<file path="src/rtl/wgf_ram.sv">
`default_nettype none
module wgf_ram #(
	parameter int DEPTH = 64,
	parameter int WIDTH = 16
) (
	input  wire logic                     clk,
	input  wire logic                     wr_en,
	input  wire logic [$clog2(DEPTH)-1:0] wr_addr,
	input  wire logic [WIDTH-1:0]         wr_data,
	input  wire logic                     rd_en,
	input  wire logic [$clog2(DEPTH)-1:0] rd_addr,
	output logic      [WIDTH-1:0]         rd_data
);

	logic [WIDTH-1:0] mem [DEPTH];

	always_ff @(posedge clk) begin
		if (wr_en) begin
			mem[wr_addr] <= wr_data;
		end
		if (rd_en) begin
			rd_data <= mem[rd_addr];
		end
	end

endmodule
`default_nettype wire

</file>
<file path="config.mk">
export PLATFORM = sky130hd
export DESIGN_NAME = wgf_ram
export DESIGN_NICKNAME = d
export VERILOG_FILES = /design/src/rtl/wgf_ram.sv
export SDC_FILE = /design/constraint.sdc
export NUM_CORES = 1
export LEC_CHECK = 0
export BUFFER_PORTS_ARGS = -buffer_cell sky130_fd_sc_hd__buf_2
export CORE_AREA = 2 2 255 282
export CTS_CLUSTER_DIAMETER = 200
export DETAILED_ROUTE_END_ITERATION = 10
export DIE_AREA = 0 0 257 284
export GPL_ROUTABILITY_DRIVEN = 1
export HOLD_SLACK_MARGIN = 0.06
export PLACE_DENSITY_LB_ADDON = 0.08
export SLEW_MARGIN = 20
export SYNTH_ARGS = -nofsm -noshare
export SYNTH_HDL_FRONTEND = slang
export SYNTH_SLANG_ARGS = --single-unit
</file>
<file path="constraint.sdc">
create_clock -name clk -period 5.9 [get_ports clk]
set_clock_uncertainty 0.1 [all_clocks]
set_input_delay 0.885 -clock clk [delete_from_list [all_inputs] [get_ports clk]]
set_output_delay 0.885 -clock clk [all_outputs]
set_load 0.01 [all_outputs]
</file>
# After elaboration in Yosys (flattened, before gate mapping)

Memory sizes are Yosys's and may differ from the RTL's. A register that Yosys moved wholly into a read port is not among the register bits.
Cells that the tools add are included.

Register bits after elaboration: 0
Bits in writable memories: 1,024
Memories kept: 1

Muxes and demuxes: 2

Memory list:

| memory | depth | width | rd ports | clocked after Yosys merged registers in | wr ports | RTL line | RTL |
|---|---|---|---|---|---|---|---|
| mem    | 64    | 16    | 1        | 1                                       | 1        | 15       | `logic [WIDTH-1:0] mem [DEPTH];` |

Operators with widths:

| kind              | number |
|---|---|
| 1-bit two-way mux | 2 |

# Longest topological paths before layout

Word-level depth: 2
Mapped depth: 10

# Worst setup path before layout

Ideal clock, no wire load.

Path kind: input -> register
Start point: input port wr_addr[3]
End point: memory mem[48][0], enable pin
Setup time: 409 ps
Arrival: 2,511 ps
Data required time: 5,391 ps
Path slack: 2,880 ps
Cell stages on the path: 4
Cell sequence: clkbuf_1 -> nor2b_1 -> nand4b_1 -> nor3_1

RTL lines:

| item        | RTL line | RTL |
|---|---|---|
| from (decl) | 8        | `input wire logic [$clog2(DEPTH)-1:0] wr_addr,` |
| to (decl)   | 15       |  |

Straight into the memory's write port.

==> results.py <==
metrics = {
    "power_and_ir_drop": {
        "power-per-cell-area_mw_per_mm2": 334,
        "worst_ir_drop_vdd_v": 0.000276,
        "p_leak_nw": 14.1,
        "p_total_mw": 14.9,
    },
    "final_layout": {
        "finalCoreUtilization": 0.638,
        "area_growth_pct": 11.2,
        "multi_input_logic_area_sq_mm": 0.00826,
        "layout.cells.most_common": "edfxtp_1",
        "drive_above_1_share": 0.261,
        "design.final.nets": 1999,
        "seq_area_sq_mm": 0.0312,
        "fillers": 4668,
        "most-common-layout-cells": "edfxtp_1 (1040), mux4_2 (220), clkbuf_16 (103)",
        "layoutNonFillerInstCount": 2976,
    },
    "cts": {
        "cts_made_buffers": 99,
        "worstSkewPairLatency_ps": 650,
        "cts_repair_resized_insts": 0,
        "cts.path.max_buffers": 3,
        "tritoncts": "done",
        "cts-hold-fix-buffers": 0,
        "postCtsSetupRepairBufs": 0,
        "cts-root-buf": "clkbuf_16",
        "path_clk_slew_ps": 60,
        "numClockSinks": 1040,
        "clock_tree.htree_level_count": 3,
    },
    "sta": {
        "timing.setup.tns_ps": 0,
        "worst_slew_margin_rel": 0.279,
        "worstMarginPinSlew_ps": 1080,
        "fin_crit_sh": 0.650,
        "maxClockFrequency_mhz": 261,
        "report.final.setup_viol": 0,
        "count_of_endpoints_failing_hold_in_the_final_timing_report": 0,
        "rsz0062_at_grt": "false",
        "slew_violations": 0,
        "timing.final.ws_setup_ps": 2060,
        "final.min_clock_period_ps": 3840,
    },
    "run_status": {
        "outcome": "completed",
    },
    "critical_path": {
        "r2r_setup_slack_ps": 3330,
        "criticalPathCategory": "in2reg",
        "end_kind": "flop",
        "reg2reg_from": "mem[19][3]$_DFFE_PP_",
        "start_kind": "input pin",
        "timing.critical_path.required_ps": 6140,
        "worstPathArrival_ps": 4070,
        "reg2reg_to": "rd_data[3]$_DFFE_PP_",
        "timing.reg2reg.worst_path_depth": 5,
        "path_max_fanout": 71,
    },
    "grt": {
        "grt_start_max_net_pins": 92,
        "number_of_global_route_vias_before_repair": 19100,
        "globalRouteOverflowTotal": 0,
        "antenna_found_initial": 12,
        "grt_first_pass_wirelength_um": 136000,
        "grt.total_usage": 0.263,
    },
    "routing": {
        "drc": 0,
        "detail_route.wl_per_cell_um": 31.6,
        "wirelength_um": 94000,
        "antenna_violating_nets_post_route": 0,
        "drt_first_iter_violations": 2110,
        "routed-via-count": 19200,
        "via_per_inst": 6.44,
        "first_pass_iters": 5,
    },
    "die": {
        "die_area_sq_mm": 0.0730,
        "die_y_um": 284,
        "fp.dieW_um": 257,
        "rows": 102,
        "design.portCount": 47,
        "core_sq_mm": 0.0701,
        "initial_utilization": 0.574,
    },
    "logic_synthesis": {
        "synth.yosys.warnings": 0,
        "yosysTopAreaCell": "edfxtp_1",
        "ys.flop_type": "edfxtp_1",
        "post_synth_num_cell_types": 42,
        "synth_fp_nets": 1860,
        "synth.top_cell.area_share": 0.777,
        "synth_area_per_inst_sq_um": 22.0,
        "synth_async_sr_flop_share": 0,
        "yosysSeqAreaShare": 0.777,
        "syn-instance-count": 1829,
        "synth-edff-count": 1040,
        "post_synthesis_instance_area_sq_mm": 0.0402,
        "synth_top_cells_by_area": "edfxtp_1 (78%), mux4_2 (12%), mux2i_1 (2.1%)",
        "synth_seq_cells": 1040,
    },
    "placed_design": {
        "dpl.cell_count": 2803,
        "dpl_worst_slack_ps": 1400,
        "portBuffers": 46,
        "gpl.final_weighted_congestion": 0.858,
        "hpwl_after_dpl_um": 54400,
    },
    "hold_path": {
        "worstHoldEndpoint": "mem[55][13]$_DFFE_PP_",
        "timing.hold.worst.start": "wr_addr[2]",
        "min_path_cells": 3,
        "min_path_type": "in2reg",
    },
    "job": {
        "maxCapViolations": 0,
    },
}
## registers in the layout, summed over array words and instances (netlist names)
name	flops
mem	1024
rd_data	16
## routing by layer
metal	GRT usage	share of wire	vias up	wire, um
li1	-	-	7961	-
met1	0.391	0.41	10200	38900
met2	0.403	0.48	828	44700
met3	0.0492	0.083	146	7810
met4	0.0820	0.028	6	2610
met5	0	0.00044	-	41
## through the flow
step | hold slack (ps) | area (sq um)
after global placement | 827 | 41700
after detailed placement | 836 | 41700
after CTS | 635 | 44700
final | 670 | 44700
after global routing | 664 | 44700
after floorplan | 728 | 40200
## area by class of cell
| class | instances | area share |
|---|---|---|
| tap | 936 | 0.0262 |
| multi-input combinational | 685 | 0.185 |
| timing repair buffer | 142 | 0.0234 |
| antenna | 2 | 0.000112 |
| sequential | 1040 | 0.698 |
| clock inverter | 54 | 0.00828 |
| clock buffer | 117 | 0.0588 |
## cells in the mapped netlist (2+ instances only)
cell / number
mux4_1: 4
nand3b_1: 2
clkbuf_1: 24
a211o_1: 8
a221oi_1: 16
nor2b_1: 30
mux4_2: 220
clkbuf_2: 2
nor4_2: 3
buf_2: 36
edfxtp_1: 1040
a211oi_1: 8
buf_8: 3
buf_6: 17
and4_1: 5
and2_1: 2
nand4_1: 12
mux2_2: 27
a22oi_1: 39
o21ai_0: 5
a311oi_1: 8
mux2i_1: 85
nand2b_1: 3
nand2_1: 59
buf_1: 3
a221o_1: 6
nor3_1: 2
a21oi_1: 17
nand3_1: 24
a31oi_1: 8
buf_4: 13
nor2_1: 72
buf_12: 5
o21ai_1: 3
nor2_2: 2
a22o_1: 6
a41oi_1: 5
## critical path, cell delays in order
cell and delay, ps:
buf_8 650, buf_4 550, mux4_2 560, mux2i_1 390, a22oi_1 130, a31oi_1 680
a311oi_1 120
## power by group
group          total, mW  switching (mW)  internal, mW
registers           8.23          0.0293          8.20
clock network       5.97            2.60          3.37
logic              0.742           0.480         0.261
## how the worst max path moves through the flow
stage          startpoint                   end  slack [ps]  cells after the start
6_report       rd_addr[0]  rd_data[3]$_DFFE_PP_        2060                      7
5_1_grt        rd_addr[0]  rd_data[3]$_DFFE_PP_        1850                      7
4_1_cts        rd_addr[0]  rd_data[3]$_DFFE_PP_        2100                      7
3_5_place_dp   rd_addr[0]  rd_data[3]$_DFFE_PP_        1400                      7
3_3_place_gp   rd_addr[0]  rd_data[3]$_DFFE_PP_        1410                      7
2_1_floorplan  wr_addr[3]  mem[48][0]$_DFFE_PP_        2880                      4
## logic make-up after synthesis
| family | after synthesis | synth area share |
|---|---|---|
| flops | 1040 | 0.777 |
| mux | 336 | 0.155 |
| simple gates | 220 | 0.0264 |
| compound gates | 129 | 0.0240 |
| buf+inv | 104 | 0.0182 |
No activity file was read; power rests on OpenSTA's default activity.
