`src/rtl/wgf_pkg.sv`:
```
`default_nettype none
package wgf_pkg;

	localparam int MAX_DIM         = 32;
	localparam int MAX_HALF_EXTENT = 4;
	localparam int COEF_DEPTH      = 49;
	localparam int DIM_W           = $clog2(MAX_DIM);
	localparam int VOX_DEPTH       = MAX_DIM * MAX_DIM * MAX_DIM;
	localparam int VOX_AW          = 3 * DIM_W;
	localparam int COEF_AW         = $clog2(COEF_DEPTH);
	localparam int NUM_W           = 56;
	localparam int DEN_W           = 40;

	localparam logic [15:0] Q_ONE = 16'h8000;

	localparam logic [1:0] OP_WRITE_VOXEL = 2'd0;
	localparam logic [1:0] OP_WRITE_COEF  = 2'd1;
	localparam logic [1:0] OP_FILTER      = 2'd2;

	localparam logic [2:0] REG_DIM_X       = 3'd0;
	localparam logic [2:0] REG_DIM_Y       = 3'd1;
	localparam logic [2:0] REG_DIM_Z       = 3'd2;
	localparam logic [2:0] REG_RADIUS_SQ   = 3'd3;
	localparam logic [2:0] REG_HALF_EXTENT = 3'd4;

	typedef struct packed {
		logic [1:0]         opcode;
		logic [4:0]         pos_x;
		logic [4:0]         pos_y;
		logic [4:0]         pos_z;
		logic signed [15:0] sample;
		logic [15:0]        weight;
		logic [5:0]         dist_index;
		logic [15:0]        coefficient;
	} in_t;

	typedef struct packed {
		logic signed [15:0] filtered;
		logic               sum_was_zero;
	} out_t;

endpackage
`default_nettype wire

```
`src/rtl/wgf_divider.sv`:
```
`default_nettype none
module wgf_divider (
	input  wire logic                              clk,
	input  wire logic                              arst_n,
	input  wire logic                              start,
	input  wire logic signed [wgf_pkg::NUM_W-1:0]  num,
	input  wire logic        [wgf_pkg::DEN_W-1:0]  den,
	output logic                                   done,
	output wgf_pkg::out_t                          res
);

	localparam int NW = wgf_pkg::NUM_W;
	localparam int DW = wgf_pkg::DEN_W;
	localparam int CW = $clog2(NW);

	logic          run_q, fin_q, zero_q, neg_q, done_q;
	logic [CW-1:0] cnt_q;
	logic [DW-1:0] den_q;
	logic [DW:0]   rem_q;
	logic [NW-1:0] quo_q;
	wgf_pkg::out_t res_q;

	logic [DW:0]   shifted;
	logic          ge;
	logic [NW-1:0] mag;

	assign shifted = {rem_q[DW-1:0], quo_q[NW-1]};
	assign ge      = shifted >= {1'b0, den_q};
	assign mag     = num[NW-1] ? NW'(-num) : NW'(num);

	always_ff @(posedge clk or negedge arst_n) begin
		if (!arst_n) begin
			run_q  <= 1'b0;
			fin_q  <= 1'b0;
			done_q <= 1'b0;
			cnt_q  <= '0;
		end else begin
			done_q <= 1'b0;
			if (start) begin
				fin_q <= (den == '0);
				run_q <= (den != '0);
				cnt_q <= '0;
			end else if (run_q) begin
				cnt_q <= cnt_q + 1'b1;
				if (cnt_q == CW'(NW - 1)) begin
					run_q <= 1'b0;
					fin_q <= 1'b1;
				end
			end else if (fin_q) begin
				fin_q  <= 1'b0;
				done_q <= 1'b1;
			end
		end
	end

	always_ff @(posedge clk) begin
		if (start) begin
			zero_q <= (den == '0);
			neg_q  <= num[NW-1];
			den_q  <= den;
			rem_q  <= '0;
			quo_q  <= mag;
		end else if (run_q) begin
			rem_q <= ge ? (shifted - {1'b0, den_q}) : shifted;
			quo_q <= {quo_q[NW-2:0], ge};
		end
		if (fin_q) begin
			res_q.sum_was_zero <= zero_q;
			// truncated magnitude, then sign and clamp to 16 bits
			if (zero_q) begin
				res_q.filtered <= '0;
			end else if (neg_q) begin
				res_q.filtered <= (quo_q > NW'(32768)) ? 16'sh8000 : 16'(-quo_q[15:0]);
			end else begin
				res_q.filtered <= (quo_q > NW'(32767)) ? 16'sh7fff : 16'(quo_q[15:0]);
			end
		end
	end

	assign done = done_q;
	assign res  = res_q;

endmodule
`default_nettype wire

```
`config.mk`:
```
export PLATFORM = sky130hd
export DESIGN_NAME = wgf_divider
export DESIGN_NICKNAME = d
export VERILOG_FILES = /design/src/rtl/wgf_pkg.sv /design/src/rtl/wgf_divider.sv
export SDC_FILE = /design/constraint.sdc
export NUM_CORES = 1
export LEC_CHECK = 0
export ABC_AREA = 0
export BUFFER_PORTS_ARGS = -buffer_cell sky130_fd_sc_hd__buf_2
export CORE_MARGIN = 2
export CORE_UTILIZATION = 60
export CTS_BUF_LIST = sky130_fd_sc_hd__clkbuf_16
export CTS_CLUSTER_DIAMETER = 200
export DETAILED_ROUTE_END_ITERATION = 8
export PLACE_DENSITY_LB_ADDON = 0.08
export SYNTH_ARGS = -nofsm -noshare
export SYNTH_HDL_FRONTEND = slang
export SYNTH_SLANG_ARGS = --single-unit
```
`constraint.sdc`:
```
create_clock -name clk -period 4.3 [get_ports clk]
set_clock_uncertainty 0.1 [all_clocks]
set_input_delay 0.86 -clock clk [delete_from_list [all_inputs] [get_ports clk]]
set_output_delay 0.86 -clock clk [all_outputs]
set_load 0.005 [all_outputs]
```
Word-level counts from Yosys, hierarchy flattened --
Cells that the tools add are included.
Operators by class: reductions and logical operators 3, $add $sub $neg 4, muxes and demuxes 18, eq/ne operators 2, magnitude comparators 3
Operators with widths (number):
- 56-bit 2-to-1 mux | 3
- 56-bit by 15-bit greater-than comparator with 1-bit output, second input constant | 1
- 56-bit by 16-bit greater-than comparator with 1-bit output, second input constant | 1
- 56-bit negator | 1
- 16-bit 2-to-1 mux | 3
- 41-bit by 40-bit greater-or-equal comparator with 1-bit output | 1
- 40-bit zero test | 1
- 40-bit 2-to-1 mux | 1
- 40-bit nonzero test | 1
- 40-bit subtractor | 1
- 16-bit negator | 1
- 6-bit 2-to-1 mux | 2
- 1-bit 2-to-1 mux | 9
- 6-bit by 1-bit adder with 6-bit output, second input constant | 1
- 6-bit == test, second input constant | 1
- 3-bit by 2-bit inequality test with 1-bit output, second input constant | 1
- 2-bit nonzero test | 1
Storage, ports and cells: bits in registers 164, word-level logic and storage cells 41, output and inout port bits 18, input bits 99

Longest topological paths before layout --
Gate-level depths: netlist of the first run.
depth after elaboration 4, depth in mapped cells 15, gate-level depth less buffers 12

Worst setup path before layout of the first run --
Ideal clock, no wire load.
path kind in2reg, start point input port num[20] in the netlist's numbering, end point register quo_q[49], data pin, path buffers 1, required time 3.940 ns, path slack 0.533 ns, arrival time 3.407 ns, setup time 0.260 ns, stages 9, cells stage by stage or4_4 > or3_4 > or3_4 > or3_1 > buf_6 > o41ai_4 > nand2_1 > xor2_1 > mux2_2
On the way: longest elaborated chain between the ends 3
RTL lines:
- from (decl) | RTL line wgf_divider.sv:6 | input wire logic signed [wgf_pkg::NUM_W-1:0] num,
- 56-bit negator | RTL line wgf_divider.sv:29 | assign mag = num[NW-1] ? NW'(-num) : NW'(num);
- 56-bit 2-to-1 mux | RTL line wgf_divider.sv:29
- 56-bit 2-to-1 mux | RTL line wgf_divider.sv:57 | if (start) begin
- to (signal assigned) | RTL line wgf_divider.sv:62 | quo_q <= mag;
- to (signal assigned) | RTL line wgf_divider.sv:65 | quo_q <= {quo_q[NW-2:0], ge};
- to (decl) | RTL line wgf_divider.sv:20 | logic [NW-1:0] quo_q;
Every way passes these cells. A chain may end at the register's enable or synchronous reset.

Final worst setup path of the first run --
start point register den_q[0], end point register rem_q[38]
On the way: longest elaborated chain between the ends 2, elaborated cells on any way between the ends 3, those cells by class add/sub (1); order compare (1); mux (1)
RTL lines:
- from (decl) | RTL line wgf_divider.sv:18 | logic [DW-1:0] den_q;
- from (signal assigned) | RTL line wgf_divider.sv:60 | den_q <= den;
- 40-bit subtractor or 41-bit by 40-bit greater-or-equal comparator with 1-bit output (tied branches) | RTL line wgf_divider.sv:64, wgf_divider.sv:28
- 40-bit 2-to-1 mux (*) | RTL line wgf_divider.sv:64 | rem_q <= ge ? (shifted - {1'b0, den_q}) : shifted;
- to (signal assigned) | RTL line wgf_divider.sv:64
- to (decl) | RTL line wgf_divider.sv:19 | logic [DW:0] rem_q;
Every way passes the cells marked *; elsewhere a longest branch is shown, timed or not.

==> results.ini, run 1 <==
[timing]
maxSlewViolCount = 0
min_period_over_period_pct = 87.3
setup_viol = 0
min_period_ns = 3.75
rsz0062_at_grt = no
clock.fmax_mhz = 266
finalWorstSetupSlack_ns = 0.547
setup-tns-final_ns = 0
hold_violations = 0
worst_pin_slew_ns = 0.870
max-slew-margin-rel_pct = 41.5

[setup_path]
endpoint = rem_q[38]
r2r_start = den_q[0]
crit_chain = ha_1 > fa_1 > nor2b_1 > o31a_1 > o31ai_1 > a2111oi_0 > buf_4 > o21ai_0 > o31a_1 > o22ai_1 > mux2_2 > nor4_1
critPathMaxFanout = 3
arrival_ns = 3.98
reg2reg_slack_ns = 0.55
rr_worst_depth = 12
path_buf_inv = 1
crit_family = compound AO/OA/AOI/OAI gates
critPathMaxStageDelay_ns = 0.41
cp-startpoint = den_q[0]
cp.depth = 12
cp_slowest_cell = edfxtp_1
critPathLaunchType = register
rr_endpoint = rem_q[38]
cp-end-kind = register
path_common_cell = o31a_1
worstPathRequired_ns = 4.53
path_class = reg2reg

[cells_and_area]
final_layout_size_suffix_gt1_share_pct = 15.0
areaGrowthSynthToFinish_pct = 13.1
finalNetCount = 1395
antenna_cells = 0

[yosys]
synth_top_area_cell = edfxtp_1
yosysMostFrequentCell = nor2_1
yosysSeqAreaShare_pct = 42.7
synth-seq-cells = 164
syn-cell-area_um2 = 10500
yosys-top-cells-area = edfxtp_1, dfxtp_1, xor2_1, ha_1, a21oi_1
synth_cell_types = 72
async_flop_share_pct = 5.49
syn-num-nets = 1306
synthTopCellsByCount = nor2_1, nand2_1, edfxtp_1
netlist_instances = 1163
synth-edff-count = 115
synth_area_per_cell_um2 = 9.02
ys_warn_count = 0
ys.flop_type = edfxtp_1
synth_top_area_share_pct = 32.9

[route]
drc = 0
route.met3.wl_um = 1240
drt-met1-wl_um = 12100
via_per_inst = 6.06
wl_met2_um = 11300
wire_per_inst_um = 16.8
vias = 9022
finalWirelength_um = 25000
drt_first_pass_iters = 5
drt-initial-drc-count = 776
highest_layer = met4
antenna_left = 0

[placement]
gp_congestion = 0.910
hpwl_um = 18000
dp_slack_ns = 0.255
io_buffers = 116

[floorplan]
core_um2 = 17200
die_h_um = 136
dieArea_um2 = 18600
dieWidth_um = 136
start_util_pct = 61.1
ioPinCount = 117
rows = 48

[clock_tree]
h-tree-depth = 4
clkSinkCount = 164
cts_resized = 0
cts_tree = yes
cts_buffer_depth = 2
cts_root_buffer = clkbuf_16
numCtsBuffers = 17
clkTransAtPathRegs_ns = 0.06
ctsHoldBuffers = 0
clock_latency_ns = 0.43
postCtsSetupRepairBufs = 0

[pwr]
p_leak_nw = 4.78
power_density_nw_per_um2 = 376
vdd_drop_max_mv = 0.287

[global_routing]
grtUsageTotal_pct = 27.4
grt_pass1_vias = 8239
grt_antenna_before_repair = 0
overflow = 0
grt_first_pass_wirelength_um = 40300
grt_max_degree = 93

[flow_run]
maxCapViolations = 0

[outcome]
status = finished, final reports clean

[hold_path]
hp-class = in2async

-- logic make-up (layout without fill, tap and decap cells) --
| group | after synthesis | in the layout | synth area share, % |
|---|---|---|---|
| multiplexers | 18 | 18 | 1.81 |
| flip-flops | 164 | 164 | 42.7 |
| buffers and inverters | 125 | 227 | 4.63 |
| AND/OR/NAND/NOR | 405 | 405 | 18.6 |
| XOR/XNOR | 85 | 85 | 7.10 |
| AO/OA/AOI/OAI | 322 | 322 | 19.9 |
| adder cells (fa/ha/maj) | 44 | 44 | 5.32 |
-- layout make-up --
cell class	instances	area [um2]
clock buffers	17	425
fillers	1422	5310
flip-flops and latches	164	4480
clock inverters	15	213
well taps	225	282
multi-input cells	874	5530
inverters	64	240
repair buffers	131	699
-- through the flow --
| step | hold slack [ns] | util (%) | total power [mW] | area (um2) | instances |
|---|---|---|---|---|---|
| after floorplan | 0.324 | - | 2.54 | 10500 | 1163 |
| after global placement | 0.339 | 65.4 | 2.78 | 11200 | 1458 |
| after detailed placement | 0.351 | 65.4 | 2.80 | 11200 | 1458 |
| after CTS | 0.169 | 69.1 | 4.46 | 11900 | 1490 |
| after global routing | 0.178 | 69.1 | 4.64 | 11900 | 1490 |
| final | 0.175 | 69.1 | 4.46 | 11900 | 1490 |
-- how the worst min path moves through the flow --
stage               startpoint   endpoint  slack (ns)
finish                  arst_n   cnt_q[0]        0.17
global route            arst_n       done        0.18
detailed placement   rem_q[39]  rem_q[39]        0.35
global placement     rem_q[39]  rem_q[39]        0.34
floorplan               zero_q     res[0]        0.32
CTS                     arst_n       done        0.17
-- layout by cell type, fill, tap and decap left out, types with 27 or more instances in the layout --
| cell type | Yosys | final |
|---|---|---|
| edfxtp_1 | 115 | 115 |
| ha_1 | 43 | 43 |
| nand2_1 | 120 | 120 |
| a21oi_1 | 94 | 94 |
| xor2_1 | 63 | 63 |
| nor4_1 | 27 | 27 |
| inv_1 | 64 | 65 |
| o21ai_0 | 73 | 73 |
| dfxtp_1 | 40 | 40 |
| nor2_1 | 124 | 123 |
| buf_2 | 4 | 115 |
-- state kept, by name, summed over array words and instances, names as in the netlist --
register  cells
cnt_q         6
done          1
zero_q        1
res          17
neg_q         1
den_q        40
rem_q        40
quo_q        56
fin_q         1
run_q         1
-- report_power, final --
| group | switching (mW) | internal (mW) | total (mW) |
|---|---|---|---|
| clock | 0.648 | 1.03 | 1.67 |
| combinational | 0.480 | 0.330 | 0.811 |
| sequential | 0.106 | 1.87 | 1.97 |
| total | 1.23 | 3.22 | 4.46 |
-- routing by layer --
metal	vias to the layer above	track usage, %
li1	4467	-
met1	4258	40.1
met2	264	42.0
met3	33	4.59
met4	0	7.64
met5	-	0
Note: power is estimated with default switching activity, not from simulation.
==> run 2, diff against run 1 <==
--- a/config.mk
+++ b/config.mk
@@ -12,7 +12,7 @@
 export CTS_BUF_LIST = sky130_fd_sc_hd__clkbuf_16
 export CTS_CLUSTER_DIAMETER = 200
 export DETAILED_ROUTE_END_ITERATION = 8
-export PLACE_DENSITY_LB_ADDON = 0.08
+export PLACE_DENSITY = 0.81
 export SYNTH_ARGS = -nofsm -noshare
 export SYNTH_HDL_FRONTEND = slang
 export SYNTH_SLANG_ARGS = --single-unit
==> run 2 against run 1 <==
  * Sequential power about the same
  * Routed wire length decreased by 0.17%
  * Final area decreased by 0.32%
  * Hold slack got worse by 0.0087 ns
  * Sequential share of layout area increased by 0.12 points
  * Highest routed layer unchanged
  * Clock power decreased by 6%
  * Non-clock buffer count decreased by 3
  * Cell count decreased by 0.20%
  * Maximum frequency decreased by 0.34%
  * Critical endpoint is now res[13]
==> results.ini, run 2 (synthesis gave the netlist of run 1 again) <==
[outcome]
status = finished, final reports clean

[setup_path]
critPathMaxStageDelay_ns = 0.59
critPathLaunchType = register
cp_slowest_cell = or3b_2
path_class = reg2reg
arrival_ns = 3.92
crit_family = simple AND/OR/NAND/NOR gates
path_buf_inv = 1
cp-startpoint = quo_q[0]
crit_chain = inv_1 > ha_1 > nor3b_2 > nand4_1 > or3_1 > or3_1 > o21ai_1 > nand3_1 > or3b_2 > a31oi_1
r2r_start = quo_q[0]
worstPathRequired_ns = 4.46
cp-end-kind = register
critPathMaxFanout = 12
path_common_cell = or3_1

[cells_and_area]
finalNetCount = 1392
layout_commonest_cell = nor2_1
layout_common_cells = nor2_1, nand2_1, edfxtp_1, buf_2, a21oi_1
largest_reg_flops = 56
final_area_um2 = 11800
final_layout_size_suffix_gt1_share_pct = 15.0
areaGrowthSynthToFinish_pct = 12.8
antenna_cells = 0
top_register = quo_q
reg.largest.list = quo_q x56, den_q x40, rem_q x40

[clock_tree]
ctsHoldBuffers = 0
numCtsBuffers = 17
cts_tree = yes
postCtsSetupRepairBufs = 0
clock_latency_ns = 0.44
cts_resized = 0
cts_root_buffer = clkbuf_16
clkSinkCount = 164
h-tree-depth = 4
cts_buffer_depth = 2
clkTransAtPathRegs_ns = 0.07

[route]
drt-initial-drc-count = 827
drc = 0
finalWirelength_um = 25000
antenna_left = 0
vias = 9113
via_per_inst = 6.13
drt_first_pass_iters = 5
wire_per_inst_um = 16.8

[timing]
max-slew-margin-rel_pct = 39.1
min_period_ns = 3.77
setup-tns-final_ns = 0
rsz0062_at_grt = no
setup_viol = 0
clock.fmax_mhz = 266
hold_violations = 0
worst_pin_slew_ns = 0.913
min_period_over_period_pct = 87.6
maxSlewViolCount = 0

[hold_path]
hp-class = in2async

[floorplan]
ioPinCount = 117
dieArea_um2 = 18600
dieWidth_um = 136
start_util_pct = 61.1
core_um2 = 17200
die_h_um = 136
rows = 48

[global_routing]
grt_antenna_before_repair = 0
grt_max_degree = 130
grt_first_pass_wirelength_um = 40000
grtUsageTotal_pct = 27.1
grt_pass1_vias = 8294
overflow = 0

[pwr]
p_leak_nw = 4.76
power_density_nw_per_um2 = 369
vdd_drop_max_mv = 0.291

[flow_run]
maxCapViolations = 0

[placement]
io_buffers = 116
hpwl_um = 17500
gp_congestion = 0.934
place_area_um2 = 11200

-- run 2: cell types whose count changed in the layout (fill, tap and decap cells not counted), moves of 2 or more --
cell       before  now
clkbuf_16      17   19
inv_8           0    4
inv_1          65   63
bufinv_16       5    1
buf_4          15   11
clkinv_4        0    2
-- run 2: routing by layer --
layer / track usage (%) / part of all wire, %
met3: 5.63 / 6.6
met5: 0 / 0
met1: 38.6 / 46
met2: 42.2 / 46
met4: 7.41 / 1.5
-- run 2: path summary, 6_finish.rpt --
kind	end	slack, ns	depth (start not counted)
hold reg to reg	rem_q[39]	0.37	2
hold / removal	cnt_q[0]	0.17	1
setup / recovery	res[13]	0.53	10
min in group clk	rem_q[39]	0.37	2
max in group asynchronous	run_q	3.74	1
setup reg to reg	res[13]	0.53	10
-- run 2: area by class of cell --
type	instances	area, um2
clock inverters	13	135
repair buffers	128	689
multi-input cells	874	5530
inverters	64	240
well taps	225	282
clock buffers	19	475
fillers	1371	5340
flip-flops and latches	164	4480
-- run 2: report_power, final --
part | leakage [nW] | switching (mW) | internal (mW) | total (mW)
clock network | 0.298 | 0.688 | 0.886 | 1.57
logic | 2.87 | 0.481 | 0.330 | 0.811
registers | 1.58 | 0.113 | 1.87 | 1.98
-- run 2: through the flow --
| stage | instances | hold slack, ns | setup WS, ns | utilization (%) | power, mW |
|---|---|---|---|---|---|
| 2_1_floorplan | 1163 | 0.324 | 0.533 | - | 2.54 |
| 3_3_place_gp | 1455 | 0.338 | 0.311 | 65.3 | 2.77 |
| 3_5_place_dp | 1455 | 0.346 | 0.283 | 65.3 | 2.80 |
| 4_1_cts | 1487 | 0.160 | 0.599 | 68.9 | 4.36 |
| 5_1_grt | 1487 | 0.167 | 0.268 | 68.9 | 4.55 |
| 6_report | 1487 | 0.166 | 0.534 | 68.9 | 4.36 |
